## src/rtl/iask_pkg.sv

```systemverilog
// shared types and constants for the imu accel scalar kalman block
`timescale 1ns / 1ps

package iask_pkg;

  localparam int EST_W      = 24;
  localparam int RATE_W     = 16;
  localparam int COV_W      = 32;
  localparam int CFG_IDX_W  = 8;
  localparam int CFG_DATA_W = 31;

  localparam logic [CFG_IDX_W-1:0] CFG_PROCESS_NOISE     = 8'd0;
  localparam logic [CFG_IDX_W-1:0] CFG_MEASUREMENT_NOISE = 8'd1;

  localparam logic [CFG_DATA_W-1:0] PROCESS_NOISE_RST     = 31'd107374;
  localparam logic [CFG_DATA_W-1:0] MEASUREMENT_NOISE_RST = 31'd10737418;

  localparam logic [COV_W-1:0] ONE_Q30 = 32'h4000_0000;

  localparam logic [1:0] SEL_FORWARD  = 2'd0;
  localparam logic [1:0] SEL_LATERAL  = 2'd1;
  localparam logic [1:0] SEL_VERTICAL = 2'd2;
  localparam logic [1:0] SEL_COV      = 2'd3;

  typedef enum logic [2:0] {
    ST_IDLE,
    ST_PRED,
    ST_DINIT,
    ST_DIV,
    ST_MUL,
    ST_ACC,
    ST_OUT
  } ctrl_state_t;

  typedef struct packed {
    logic       load;
    logic       pred;
    logic       div_init;
    logic       div_step;
    logic       mul;
    logic       acc;
    logic       write;
    logic [1:0] sel;
  } dp_cmd_t;

  typedef struct packed {
    logic div_done;
  } dp_sts_t;

endpackage

```

## src/rtl/imu_accel_scalar_kalman.sv

```systemverilog
// top level of the imu accel scalar kalman filter
`timescale 1ns / 1ps

// Takes one IMU sample per transaction, remaps the axes (forward = accel z,
// lateral = -accel x, vertical = -accel y, roll = gyro z, pitch = -gyro x,
// yaw = -gyro y, negation saturating) and smooths each acceleration with a
// scalar random-walk Kalman filter whose covariance and gain are shared by
// the three axes. Estimates carry 8 fractional bits; Q and R are Q30 values
// written through the cfg port (index 0 process noise, index 1 measurement
// noise); the user must write them only while the block is idle, which the
// block itself does not enforce. The first sample seeds the estimates.
// A sample is loaded, predicted, divided by the restoring gain divider (one
// quotient bit per cycle), multiplied and accumulated for each axis and the
// covariance, then written to the result register once any earlier result
// has been taken; only then is a new sample accepted. A finished result waits
// in the output register while the next sample is accepted.

module imu_accel_scalar_kalman
  import iask_pkg::*;
#(
  parameter int SAMPLE_BITS    = 16,
  parameter int GAIN_FRAC_BITS = 16
) (
  input  logic                          clk,
  input  logic                          rst_n,
  input  logic                          in_valid,
  output logic                          in_ready,
  input  logic signed [SAMPLE_BITS-1:0] in_accel_in_x,
  input  logic signed [SAMPLE_BITS-1:0] in_accel_in_y,
  input  logic signed [SAMPLE_BITS-1:0] in_accel_in_z,
  input  logic signed [SAMPLE_BITS-1:0] in_gyro_in_x,
  input  logic signed [SAMPLE_BITS-1:0] in_gyro_in_y,
  input  logic signed [SAMPLE_BITS-1:0] in_gyro_in_z,
  output logic                          out_valid,
  input  logic                          out_ready,
  output logic signed [EST_W-1:0]       out_filtered_forward,
  output logic signed [EST_W-1:0]       out_filtered_lateral,
  output logic signed [EST_W-1:0]       out_filtered_vertical,
  output logic signed [RATE_W-1:0]      out_rate_roll,
  output logic signed [RATE_W-1:0]      out_rate_pitch,
  output logic signed [RATE_W-1:0]      out_rate_yaw,
  input  logic                          cfg_valid,
  output logic                          cfg_ready,
  input  logic [CFG_IDX_W-1:0]          cfg_index,
  input  logic [CFG_DATA_W-1:0]         cfg_data
);

  dp_cmd_t cmd;
  dp_sts_t sts;

  iask_ctrl u_ctrl (
    .clk       (clk),
    .rst_n     (rst_n),
    .in_valid  (in_valid),
    .in_ready  (in_ready),
    .out_valid (out_valid),
    .out_ready (out_ready),
    .cmd       (cmd),
    .sts       (sts)
  );

  iask_datapath #(
    .SAMPLE_BITS    (SAMPLE_BITS),
    .GAIN_FRAC_BITS (GAIN_FRAC_BITS)
  ) u_datapath (
    .clk           (clk),
    .rst_n         (rst_n),
    .accel_x       (in_accel_in_x),
    .accel_y       (in_accel_in_y),
    .accel_z       (in_accel_in_z),
    .gyro_x        (in_gyro_in_x),
    .gyro_y        (in_gyro_in_y),
    .gyro_z        (in_gyro_in_z),
    .cfg_valid     (cfg_valid),
    .cfg_ready     (cfg_ready),
    .cfg_index     (cfg_index),
    .cfg_data      (cfg_data),
    .cmd           (cmd),
    .sts           (sts),
    .filt_forward  (out_filtered_forward),
    .filt_lateral  (out_filtered_lateral),
    .filt_vertical (out_filtered_vertical),
    .rate_roll     (out_rate_roll),
    .rate_pitch    (out_rate_pitch),
    .rate_yaw      (out_rate_yaw)
  );

endmodule

```

## src/rtl/iask_ctrl.sv

```systemverilog
// sequencing state machine for the kalman update
`timescale 1ns / 1ps

module iask_ctrl
  import iask_pkg::*;
(
  input  logic    clk,
  input  logic    rst_n,
  input  logic    in_valid,
  output logic    in_ready,
  output logic    out_valid,
  input  logic    out_ready,
  output dp_cmd_t cmd,
  input  dp_sts_t sts
);

  ctrl_state_t state_r, state_nxt;
  logic [1:0]  sel_r, sel_nxt;
  logic        out_valid_r, out_valid_nxt;

  always_ff @(posedge clk) begin
    if (!rst_n) begin
      state_r     <= ST_IDLE;
      sel_r       <= SEL_FORWARD;
      out_valid_r <= 1'b0;
    end else begin
      state_r     <= state_nxt;
      sel_r       <= sel_nxt;
      out_valid_r <= out_valid_nxt;
    end
  end

  always_comb begin
    state_nxt     = state_r;
    sel_nxt       = sel_r;
    out_valid_nxt = out_valid_r;
    cmd           = '0;
    cmd.sel       = sel_r;
    in_ready      = 1'b0;
    if (out_valid_r && out_ready) begin
      out_valid_nxt = 1'b0;
    end
    case (state_r)
      ST_IDLE: begin
        in_ready = 1'b1;
        if (in_valid) begin
          cmd.load  = 1'b1;
          state_nxt = ST_PRED;
        end
      end
      ST_PRED: begin
        cmd.pred  = 1'b1;
        state_nxt = ST_DINIT;
      end
      ST_DINIT: begin
        cmd.div_init = 1'b1;
        state_nxt    = ST_DIV;
      end
      ST_DIV: begin
        cmd.div_step = 1'b1;
        if (sts.div_done) begin
          sel_nxt   = SEL_FORWARD;
          state_nxt = ST_MUL;
        end
      end
      ST_MUL: begin
        cmd.mul   = 1'b1;
        state_nxt = ST_ACC;
      end
      ST_ACC: begin
        cmd.acc = 1'b1;
        if (sel_r == SEL_COV) begin
          state_nxt = ST_OUT;
        end else begin
          sel_nxt   = sel_r + 2'd1;
          state_nxt = ST_MUL;
        end
      end
      ST_OUT: begin
        if (!out_valid_r || out_ready) begin
          cmd.write     = 1'b1;
          out_valid_nxt = 1'b1;
          state_nxt     = ST_IDLE;
        end
      end
      default: begin
        state_nxt = ST_IDLE;
      end
    endcase
  end

  assign out_valid = out_valid_r;

  a_out_stall_holds : assert property (@(posedge clk) disable iff (!rst_n)
    (state_r == ST_OUT && out_valid_r && !out_ready) |=> (state_r == ST_OUT))
    else $error("result overwritten while output stalled");

  a_accept_starts : assert property (@(posedge clk) disable iff (!rst_n)
    (in_valid && in_ready) |=> (state_r == ST_PRED))
    else $error("accepted transaction did not start processing");

  a_valid_from_out : assert property (@(posedge clk) disable iff (!rst_n)
    $rose(out_valid_r) |-> ($past(state_r) == ST_OUT))
    else $error("output valid raised outside result write");

endmodule

```

## src/rtl/iask_datapath.sv

```systemverilog
// remap, serial gain divider, shared multiplier and filter state
`timescale 1ns / 1ps

module iask_datapath
  import iask_pkg::*;
#(
  parameter int SAMPLE_BITS    = 16,
  parameter int GAIN_FRAC_BITS = 16
) (
  input  logic                          clk,
  input  logic                          rst_n,
  input  logic signed [SAMPLE_BITS-1:0] accel_x,
  input  logic signed [SAMPLE_BITS-1:0] accel_y,
  input  logic signed [SAMPLE_BITS-1:0] accel_z,
  input  logic signed [SAMPLE_BITS-1:0] gyro_x,
  input  logic signed [SAMPLE_BITS-1:0] gyro_y,
  input  logic signed [SAMPLE_BITS-1:0] gyro_z,
  input  logic                          cfg_valid,
  output logic                          cfg_ready,
  input  logic [CFG_IDX_W-1:0]          cfg_index,
  input  logic [CFG_DATA_W-1:0]         cfg_data,
  input  dp_cmd_t                       cmd,
  output dp_sts_t                       sts,
  output logic signed [EST_W-1:0]       filt_forward,
  output logic signed [EST_W-1:0]       filt_lateral,
  output logic signed [EST_W-1:0]       filt_vertical,
  output logic signed [RATE_W-1:0]      rate_roll,
  output logic signed [RATE_W-1:0]      rate_pitch,
  output logic signed [RATE_W-1:0]      rate_yaw
);

  localparam int G     = GAIN_FRAC_BITS;
  localparam int SB    = SAMPLE_BITS;
  localparam int ZW    = ((SB + 8) > EST_W) ? (SB + 8) : EST_W;
  localparam int RW    = (SB > RATE_W) ? SB : RATE_W;
  localparam int CNT_W = $clog2(G + 1);
  localparam int PW    = 35 + G;

  localparam logic signed [ZW:0] Z_MAX = (ZW+1)'(8388607);
  localparam logic signed [ZW:0] Z_MIN = -(ZW+1)'(8388608);
  localparam logic signed [RW:0] R_MAX = (RW+1)'(32767);
  localparam logic signed [RW:0] R_MIN = -(RW+1)'(32768);
  localparam logic signed [26:0] E_MAX = 27'sd8388607;
  localparam logic signed [26:0] E_MIN = -27'sd8388608;
  localparam logic [SB-1:0]      S_MIN = {1'b1, {(SB-1){1'b0}}};
  localparam logic [SB-1:0]      S_MAX = {1'b0, {(SB-1){1'b1}}};
  localparam logic [G:0]         UNITY = {1'b1, {G{1'b0}}};

  function automatic logic signed [SB-1:0] neg_sat(input logic signed [SB-1:0] v);
    logic signed [SB-1:0] r;
    if (v == S_MIN) begin
      r = S_MAX;
    end else begin
      r = -v;
    end
    return r;
  endfunction

  function automatic logic signed [EST_W-1:0] to_meas(input logic signed [SB-1:0] v);
    logic signed [ZW:0] w;
    logic signed [EST_W-1:0] r;
    w = (ZW+1)'(v) <<< 8;
    if (w > Z_MAX) begin
      r = 24'sh7FFFFF;
    end else if (w < Z_MIN) begin
      r = 24'sh800000;
    end else begin
      r = w[EST_W-1:0];
    end
    return r;
  endfunction

  function automatic logic signed [RATE_W-1:0] to_rate(input logic signed [SB-1:0] v);
    logic signed [RW:0] w;
    logic signed [RATE_W-1:0] r;
    w = (RW+1)'(v);
    if (w > R_MAX) begin
      r = 16'sh7FFF;
    end else if (w < R_MIN) begin
      r = 16'sh8000;
    end else begin
      r = w[RATE_W-1:0];
    end
    return r;
  endfunction

  logic [CFG_DATA_W-1:0]    q_r, rn_r;
  logic                     seeded_r;
  logic [COV_W-1:0]         cov_r;
  logic signed [EST_W-1:0]  est_r [3];
  logic signed [EST_W-1:0]  z_r [3];
  logic signed [RATE_W-1:0] rroll_r, rpitch_r, ryaw_r;
  logic [COV_W-1:0]         ppred_r;
  logic [COV_W:0]           den_r;
  logic [COV_W+1:0]         rem_r;
  logic [G:0]               quot_r;
  logic [CNT_W-1:0]         cnt_r;
  logic signed [PW-1:0]     prod_r;
  logic signed [EST_W-1:0]  ofwd_r, olat_r, overt_r;
  logic signed [RATE_W-1:0] oroll_r, opitch_r, oyaw_r;

  logic [COV_W-1:0]         p_base;
  logic [COV_W:0]           p_sum;
  logic [COV_W-1:0]         ppred_nxt;
  logic [COV_W+1:0]         den_ext;
  logic                     ge;
  logic [COV_W+1:0]         rem_sub;
  logic [G:0]               gain_w;
  logic signed [EST_W:0]    diff_w;
  logic signed [32:0]       mul_a;
  logic signed [G+1:0]      mul_b;
  logic signed [PW-1:0]     prod_nxt;
  logic signed [PW-1:0]     prod_sh;
  logic signed [26:0]       est_sum;
  logic signed [EST_W-1:0]  est_new;

  assign cfg_ready = 1'b1;

  always_ff @(posedge clk) begin
    if (!rst_n) begin
      q_r  <= PROCESS_NOISE_RST;
      rn_r <= MEASUREMENT_NOISE_RST;
    end else if (cfg_valid) begin
      if (cfg_index == CFG_PROCESS_NOISE) begin
        q_r <= cfg_data;
      end else if (cfg_index == CFG_MEASUREMENT_NOISE) begin
        rn_r <= cfg_data;
      end
    end
  end

  // predicted covariance, seeded on the first transaction
  always_comb begin
    p_base    = seeded_r ? cov_r : ONE_Q30;
    p_sum     = {1'b0, p_base} + {2'b0, q_r};
    ppred_nxt = p_sum[COV_W] ? '1 : p_sum[COV_W-1:0];
  end

  // restoring divider, one quotient bit per cycle
  always_comb begin
    den_ext = {1'b0, den_r};
    ge      = (rem_r >= den_ext);
    rem_sub = ge ? (rem_r - den_ext) : rem_r;
    gain_w  = (quot_r > UNITY) ? UNITY : quot_r;
  end

  assign sts.div_done = (cnt_r == CNT_W'(G));

  // shared multiplier operands
  always_comb begin
    diff_w = '0;
    if (cmd.sel == SEL_COV) begin
      mul_a = {1'b0, ppred_r};
      mul_b = {1'b0, UNITY - gain_w};
    end else begin
      diff_w = (EST_W+1)'(z_r[cmd.sel]) - (EST_W+1)'(est_r[cmd.sel]);
      mul_a  = 33'(diff_w);
      mul_b  = {1'b0, gain_w};
    end
    prod_nxt = mul_a * mul_b;
  end

  always_comb begin
    prod_sh = prod_r >>> G;
    est_sum = 27'(est_r[cmd.sel]) + prod_sh[26:0];
    if (est_sum > E_MAX) begin
      est_new = 24'sh7FFFFF;
    end else if (est_sum < E_MIN) begin
      est_new = 24'sh800000;
    end else begin
      est_new = est_sum[EST_W-1:0];
    end
  end

  always_ff @(posedge clk) begin
    if (!rst_n) begin
      seeded_r <= 1'b0;
    end else if (cmd.pred) begin
      seeded_r <= 1'b1;
    end
  end

  always_ff @(posedge clk) begin
    if (cmd.load) begin
      z_r[SEL_FORWARD]  <= to_meas(accel_z);
      z_r[SEL_LATERAL]  <= to_meas(neg_sat(accel_x));
      z_r[SEL_VERTICAL] <= to_meas(neg_sat(accel_y));
      rroll_r           <= to_rate(gyro_z);
      rpitch_r          <= to_rate(neg_sat(gyro_x));
      ryaw_r            <= to_rate(neg_sat(gyro_y));
    end
    if (cmd.pred) begin
      ppred_r <= ppred_nxt;
      if (!seeded_r) begin
        est_r <= z_r;
      end
    end
    if (cmd.div_init) begin
      den_r  <= {1'b0, ppred_r} + {2'b0, rn_r};
      rem_r  <= {2'b0, ppred_r};
      quot_r <= '0;
      cnt_r  <= '0;
    end
    if (cmd.div_step) begin
      rem_r  <= {rem_sub[COV_W:0], 1'b0};
      quot_r <= {quot_r[G-1:0], ge};
      cnt_r  <= cnt_r + CNT_W'(1);
    end
    if (cmd.mul) begin
      prod_r <= prod_nxt;
    end
    if (cmd.acc) begin
      if (cmd.sel == SEL_COV) begin
        cov_r <= prod_r[G +: COV_W];
      end else begin
        est_r[cmd.sel] <= est_new;
      end
    end
    if (cmd.write) begin
      ofwd_r   <= est_r[SEL_FORWARD];
      olat_r   <= est_r[SEL_LATERAL];
      overt_r  <= est_r[SEL_VERTICAL];
      oroll_r  <= rroll_r;
      opitch_r <= rpitch_r;
      oyaw_r   <= ryaw_r;
    end
  end

  assign filt_forward  = ofwd_r;
  assign filt_lateral  = olat_r;
  assign filt_vertical = overt_r;
  assign rate_roll     = oroll_r;
  assign rate_pitch    = opitch_r;
  assign rate_yaw      = oyaw_r;

  a_gain_bounded : assert property (@(posedge clk) disable iff (!rst_n)
    cmd.mul |-> (gain_w <= UNITY))
    else $error("gain above unity at multiply");

  a_cov_shrinks : assert property (@(posedge clk) disable iff (!rst_n)
    ($past(cmd.acc) && $past(cmd.sel) == SEL_COV) |-> (cov_r <= ppred_r))
    else $error("updated covariance above prediction");

endmodule

```

## config.mk

```make
export PLATFORM = sky130hd
export DESIGN_NAME = imu_accel_scalar_kalman
export DESIGN_NICKNAME = d
export VERILOG_FILES = /design/src/rtl/iask_pkg.sv /design/src/rtl/imu_accel_scalar_kalman.sv /design/src/rtl/iask_ctrl.sv /design/src/rtl/iask_datapath.sv
export SDC_FILE = /design/constraint.sdc
export NUM_CORES = 2
export LEC_CHECK = 0
export BUFFER_PORTS_ARGS = -buffer_cell sky130_fd_sc_hd__buf_2
export CAP_MARGIN = 40
export CORE_MARGIN = 2
export CORE_UTILIZATION = 50
export DETAILED_ROUTE_END_ITERATION = 7
export GPL_ROUTABILITY_DRIVEN = 0
export GPL_TIMING_DRIVEN = 1
export PLACE_DENSITY = 0.7
export RECOVER_POWER = 100
export SLEW_MARGIN = 25
export SYNTH_ARGS = -nofsm -noshare
export SYNTH_HDL_FRONTEND = slang
export SYNTH_SLANG_ARGS = --single-unit
```

## constraint.sdc

```tcl
create_clock -name clk -period 10.1 [get_ports clk]
set_clock_uncertainty 0.2 [all_clocks]
set_input_delay 1.01 -clock clk [delete_from_list [all_inputs] [get_ports clk]]
set_output_delay 1.01 -clock clk [all_outputs]
set_load 0.01 [all_outputs]
```

# Word level (Yosys, flattened, before mapping)
# Index checks and enable logic that the tools add are counted.
[word_totals]
reg_bits = 582
latchBits = 0
ramBits = 0
rom_bits = 0
in_bits = 140
output_inout_bits = 123
wordCells = 153
memories = 0
[op_classes]
add_sub_neg = 12
mul = 1
div_mod_pow = 0
magnitude_cmp = 18
eq_ne = 17
n_shift = 0
n_mux = 61
bitwise = 2
reduce_logical = 13
[op_table]
columns = ["operator", "n"]
rows = [
  ["$mux W72", 4],
  ["$mux W24", 10],
  ["$mux W16", 11],
  ["$bmux W24 S2", 2],
  ["$bwmux W72", 1],
  ["$gt A24 B24 Y1 const B", 3],
  ["$lt A24 B24 Y1 const B", 3],
  ["$mux W17", 4],
  ["$mux W34", 2],
  ["$add A32 B31 Y33", 2],
  ["$mux W33", 2],
  ["$eq A16 B16 Y1 const B", 4],
  ["$neg A16 Y16", 4],
  ["$demux W24 S2", 1],
  ["$gt A16 B16 Y1 const B", 3],
  ["$lt A16 B16 Y1 const B", 3],
  ["$mul A33 B18 Y48", 1],
  ["$ge A34 B33 Y1", 1],
  ["$sub A33 B33 Y33", 1],
  ["$mux W32", 1],
  ["$add A27 B27 Y27", 1],
  ["$gt A27 B24 Y1 const B", 1],
  ["$lt A27 B24 Y1 const B", 1],
  ["$sub A24 B24 Y25", 1],
  ["30 further kinds", 57],
]

# Depth between registers and ports, before layout
[logic_depth]
word_depth = 11
mapped_depth = 40
mapped_depth_nobuf = 35

# Modules after synthesis
# From an unflattened synthesis, not the netlist that was laid out.
[unflattened]
cells_unflattened = 4783
hier_area_um2 = 46792.4
[by_module_without_submodules]
columns = ["mod", "instances", "cells_each", "area_each_um2", "seq_area_each_um2"]
rows = [
  ["iask_datapath", 1, 4735, 46394.5, 14734.1],
  ["iask_ctrl", 1, 48, 397.9, 120.1],
]

# Worst setup path before layout
# No wires, ideal clock.
[synth_path]
path_type = "reg-to-reg"
start = "register u_ctrl.sel_r[1]"
end = "register u_datapath.prod_r[39] (data pin)"
setup_time_ns = 0.135
arrival_ns = 9.264
required_ns = 9.765
slack_ns = 0.501
stages_incl_launch_ff = 37
path_buffers = 4
period_less_slack_ns = 9.599
path_cell_list = "dfxtp_1 > clkbuf_1 > nor2b_1 > clkbuf_1 > buf_1 > nand2_1 > o21ai_0 > ha_1 > nor2b_1 > o21a_1 > o21ai_0 > a21oi_1 > nor3_1 > nor2_1 > a21oi_1 > xor2_1 > clkbuf_1 > o22ai_1 > fa_1 > inv_1 > fa_1 > fa_1 > inv_1 > fa_1 > fa_1 > inv_1 > fa_1 > inv_1 > ha_1 > nand4_1 > nor4_1 > nand4_1 > a21bo_2 > a211oi_1 > a41oi_1 > or3b_2 > nand3_1"
[synth_between]
elab_chain_len = 7
word_cells_on_any_way = 12
classes_between = "1 x add/sub; 1 x mul; 1 x eq/ne; 8 x mux; 1 x bitwise"
[synth_lines]
columns = ["item", "line", "rtl"]
rows = [
  ["start: declaration", "iask_ctrl.sv:18", "logic [1:0] sel_r, sel_nxt;"],
  ["start signal: assignment", "iask_ctrl.sv:28", "sel_r <= sel_nxt;"],
  ["$not A2 Y3 (implied by the code)", "iask_datapath.sv:156", "diff_w = (EST_W+1)'(z_r[cmd.sel]) - (EST_W+1)'(est_r[cmd.sel]);"],
  ["$bmux W24 S2", "iask_datapath.sv:156", ""],
  ["$mux W24 (implied by the code) (2 in series)", "iask_datapath.sv:156", ""],
  ["$sub A24 B24 Y25", "iask_datapath.sv:156", ""],
  ["$mux W33", "iask_datapath.sv:152", "if (cmd.sel == SEL_COV) begin"],
  ["$mul A33 B18 Y48 (*)", "iask_datapath.sv:160", "prod_nxt = mul_a * mul_b;"],
  ["via u_datapath.prod_nxt[39]", "iask_datapath.sv:112", "logic signed [PW-1:0] prod_nxt;"],
  ["end signal: assignment", "iask_datapath.sv:210", "prod_r <= prod_nxt;"],
  ["end: declaration", "iask_datapath.sv:98", "logic signed [PW-1:0] prod_r;"],
]
# Mark *: on every way through the listed nets, which the timed path passes. The rest lies on a longest branch. The select of a mux whose other input is x is not followed.
# A chain may end at the register's enable or synchronous reset.

# Worst setup path in the final report
[layout_path]
start = "register u_ctrl.sel_r[0]"
end = "register u_datapath.prod_r[45] (data pin)"
# The elaborated chain is that of the path after synthesis.

==> key figures <==
Floorplanning
  • IO Pins: 263
  • Die Ht: 313.7 um
  • Initial core utilization: 50.48%
  • Die area: 98430 um^2
  • Core box area: 95010 um^2
  • Floorplan row count: 113
  • Die W: 313.7 um

Global routing
  • Largest net degree at the start of global routing: 70
  • Gr usage total: 28.26%
  • Initial antenna violation count: 12
  • First-pass GRT wire length: 216.8 mm
  • Vias in the first global route: 38400
  • Total grt overflow: 0

Detailed routing
  • Routed WL: 140.1 mm
  • Detailed Routing Iterations Pass 1: 6
  • DRT antenna net count: 0
  • Routed length per instance: 21.05 um
  • Detailed-route via count: 38310
  • Vias/cell: 5.755
  • # DRC: 0
  • Drt initial violations: 3598

Synth
  • EDFF count, synth: 400
  • Leading cell type by number of instances after synthesis: inv_1
  • Post-synth top cells: inv_1, nand2_1, fa_1
  • Mapped Area: 47970 um^2
  • Async S/R FF share, synth: 0%
  • Yosys top cell area share: 25.04%
  • Mean Syn Cell Area: 9.398 um^2
  • Area contributors post-synth: edfxtp_1, fa_1, ha_1
  • Register area share after synthesis: 30.97%
  • Netlist cell types: 93
  • Cells after synthesis: 5104
  • Seq cells post-synth: 542
  • Top_reg_cell synth: edfxtp_1
  • Cell taking the most area after synthesis: edfxtp_1
  • Yosys warning count: 0

Clock tree
  • CTS buffer count: 56
  • Clk buf depth: 3
  • CTS Sinks: 542
  • Post-CTS Hold Buffers: 0
  • H-tree levels: 2
  • Clock root buffer master: clkbuf_16
  • Worst-Skew Late Latency: 640 ps
  • Clock transition at path regs: 70 ps
  • CTS tree: yes

Run status
  • Status: finished, violations left
  • Failing checks: max-capacitance violations, max-slew violations

Timing
  • Final setup fails: 0
  • Final slew viol count: 366
  • Final Hold Fails: 0
  • Fmax: 102.3 MHz
  • Slew HR: -110.3%
  • Setup_tns: 0 ps
  • Fin crit share: 96.76%
  • Post-route setup slack: 327.3 ps
  • Slew @ Worst Pin: 3154 ps
  • Hold Slack: 216.8 ps
  • Min cycle time layout: 9773 ps

Flow run
  • Max-cap violations: 9

Setup path
  • Worst setup SP type: flop
  • WS Path Type: reg2reg
  • Slowest stage delay, CP: 550 ps
  • Crit path top cell by count: fa_1
  • Critical path fanouts, max: 13
  • FF-to-FF path depth: 36
  • Req. time, crit path: 10290 ps
  • Element type at the critical path end: flop
  • Crit path max-delay cell type: fa_1
  • Critical Path AT: 9970 ps

Hold path
  • Worst Hold Class: reg2reg
  • Worst hold path cell count: 0

Placement
  • Final HPWL DP: 112.1 mm
  • Post-Place Setup Slack: -185.3 ps
  • Port bufs: 261
  • Area after DPL: 51190 um^2

Layout
  • Design area: 53140 um^2
  • Layout area overhead: 10.79%
  • Final nets: 6266
  • Share of cells above drive strength 1: 8.202%
  • Fillers: 8459
  • Multi-input logic area: 29650 um^2
  • FF/Latch Area: 14860 um^2
## worst paths after layout
path / start / to / slack [ps]
hold / removal: u_datapath.rroll_r[14]$_SDFFCE_PN1P_ / u_datapath.rate_roll[14]$_DFFE_PP_ / 220
setup reg to reg: u_ctrl.sel_r[0]$_SDFFE_PN0P_ / u_datapath.prod_r[45]$_DFFE_PP_ / 330
setup / recovery: u_ctrl.sel_r[0]$_SDFFE_PN0P_ / u_datapath.prod_r[45]$_DFFE_PP_ / 330
hold reg to reg: u_datapath.rroll_r[14]$_SDFFCE_PN1P_ / u_datapath.rate_roll[14]$_DFFE_PP_ / 220
## sequential cells by signal, indices dropped and copies added (netlist names), 3 cells and up
signal and flops:
u_ctrl.state_r 3, u_datapath.cnt_r 5, u_datapath.cov_r 32, u_datapath.den_r 33
u_datapath.est_r 72, u_datapath.filt_forward 24, u_datapath.filt_lateral 24, u_datapath.filt_vertical 24
u_datapath.ppred_r 32, u_datapath.prod_r 32, u_datapath.q_r 31, u_datapath.quot_r 17
u_datapath.rate_pitch 16, u_datapath.rate_roll 16, u_datapath.rate_yaw 16, u_datapath.rem_r 34
u_datapath.rn_r 31, u_datapath.rpitch_r 16, u_datapath.rroll_r 16, u_datapath.ryaw_r 16
u_datapath.z_r 48
## critical path: cells and delay by family, from the launching register on
family                   cells  cell delay [ps]
flip-flops                   1              420
multiplexers                 1              190
buffers and inverters        9             1090
AND/OR/NAND/NOR             10             1870
AO/OA/AOI/OAI                7             1860
XOR/XNOR                     1              130
adder cells (fa/ha/maj)      8             3740
## cells by family (layout without fill, tap and decap cells)
kind of cell	count (synthesis)	in the layout	synth area share [%]
XOR/XNOR	204	204	3.741
AND/OR/NAND/NOR	1663	1663	15.42
buffers and inverters	977	1254	7.766
other	2	13	0.01566
flip-flops	542	542	30.97
multiplexers	71	71	1.503
AO/OA/AOI/OAI	860	860	11.98
adder cells (fa/ha/maj)	785	785	28.60
## placed cells by master (no fill, tap or decap), drive strengths merged, types with 12 or more instances in the layout
cell,n
and2,46
nand2,698
o31ai,23
nand2b,43
fa,519
nor2,448
o21ai,185
nand4,26
nand3,123
a21oi,185
a22oi,12
and3,44
xnor2,109
a21o,70
o211ai,32
clkinv,21
clkbuf,218
a211oi,23
a31oi,48
o21bai,18
o31a,44
buf,260
or4,24
or2,23
or3,18
nor3,63
dfxtp,142
o22ai,16
xor2,95
nor4,35
a21boi,53
edfxtp,400
mux2i,63
o21a,49
inv,745
nor2b,48
ha,266
## what timing repair did
item | CTS | global route
cloned | 0 | 1
setup endpoints to repair | 5 | 20
pin swaps | 0 | 5
resized for setup | 3 | 26
buffers inserted | 0 | 8
## per-layer routing
layer / global-route usage (%) / up-vias / wire length, um
met5: 0 / - / 27
met4: 12.69 / 4 / 7434
met3: 6.683 / 420 / 13500
met2: 46.65 / 1732 / 65960
met1: 35.33 / 18750 / 53210
li1: - / 17410 / -
## per-stage QoR
stage / cells / utilization [%]
5_1_grt: 6654 / 55.93
4_1_cts: 6641 / 55.95
3_5_place_dp: 6535 / 53.88
6_report: 6657 / 55.93
3_3_place_gp: 6527 / 53.74
2_1_floorplan: 5112 / -
## final cells by class
cell class	count	share of cell area [%]
diodes	3	0.01413
inverters	744	5.255
well taps	1265	2.978
flip-flops and latches	542	27.96
repair buffers	404	4.318
multi-input cells	3593	55.79
clock inverters	31	0.6781
clock buffers	75	3.004
Power is left out: the tool's default activity adds up to more than one toggle a clock period on the data nets, which glitch-free logic cannot reach.
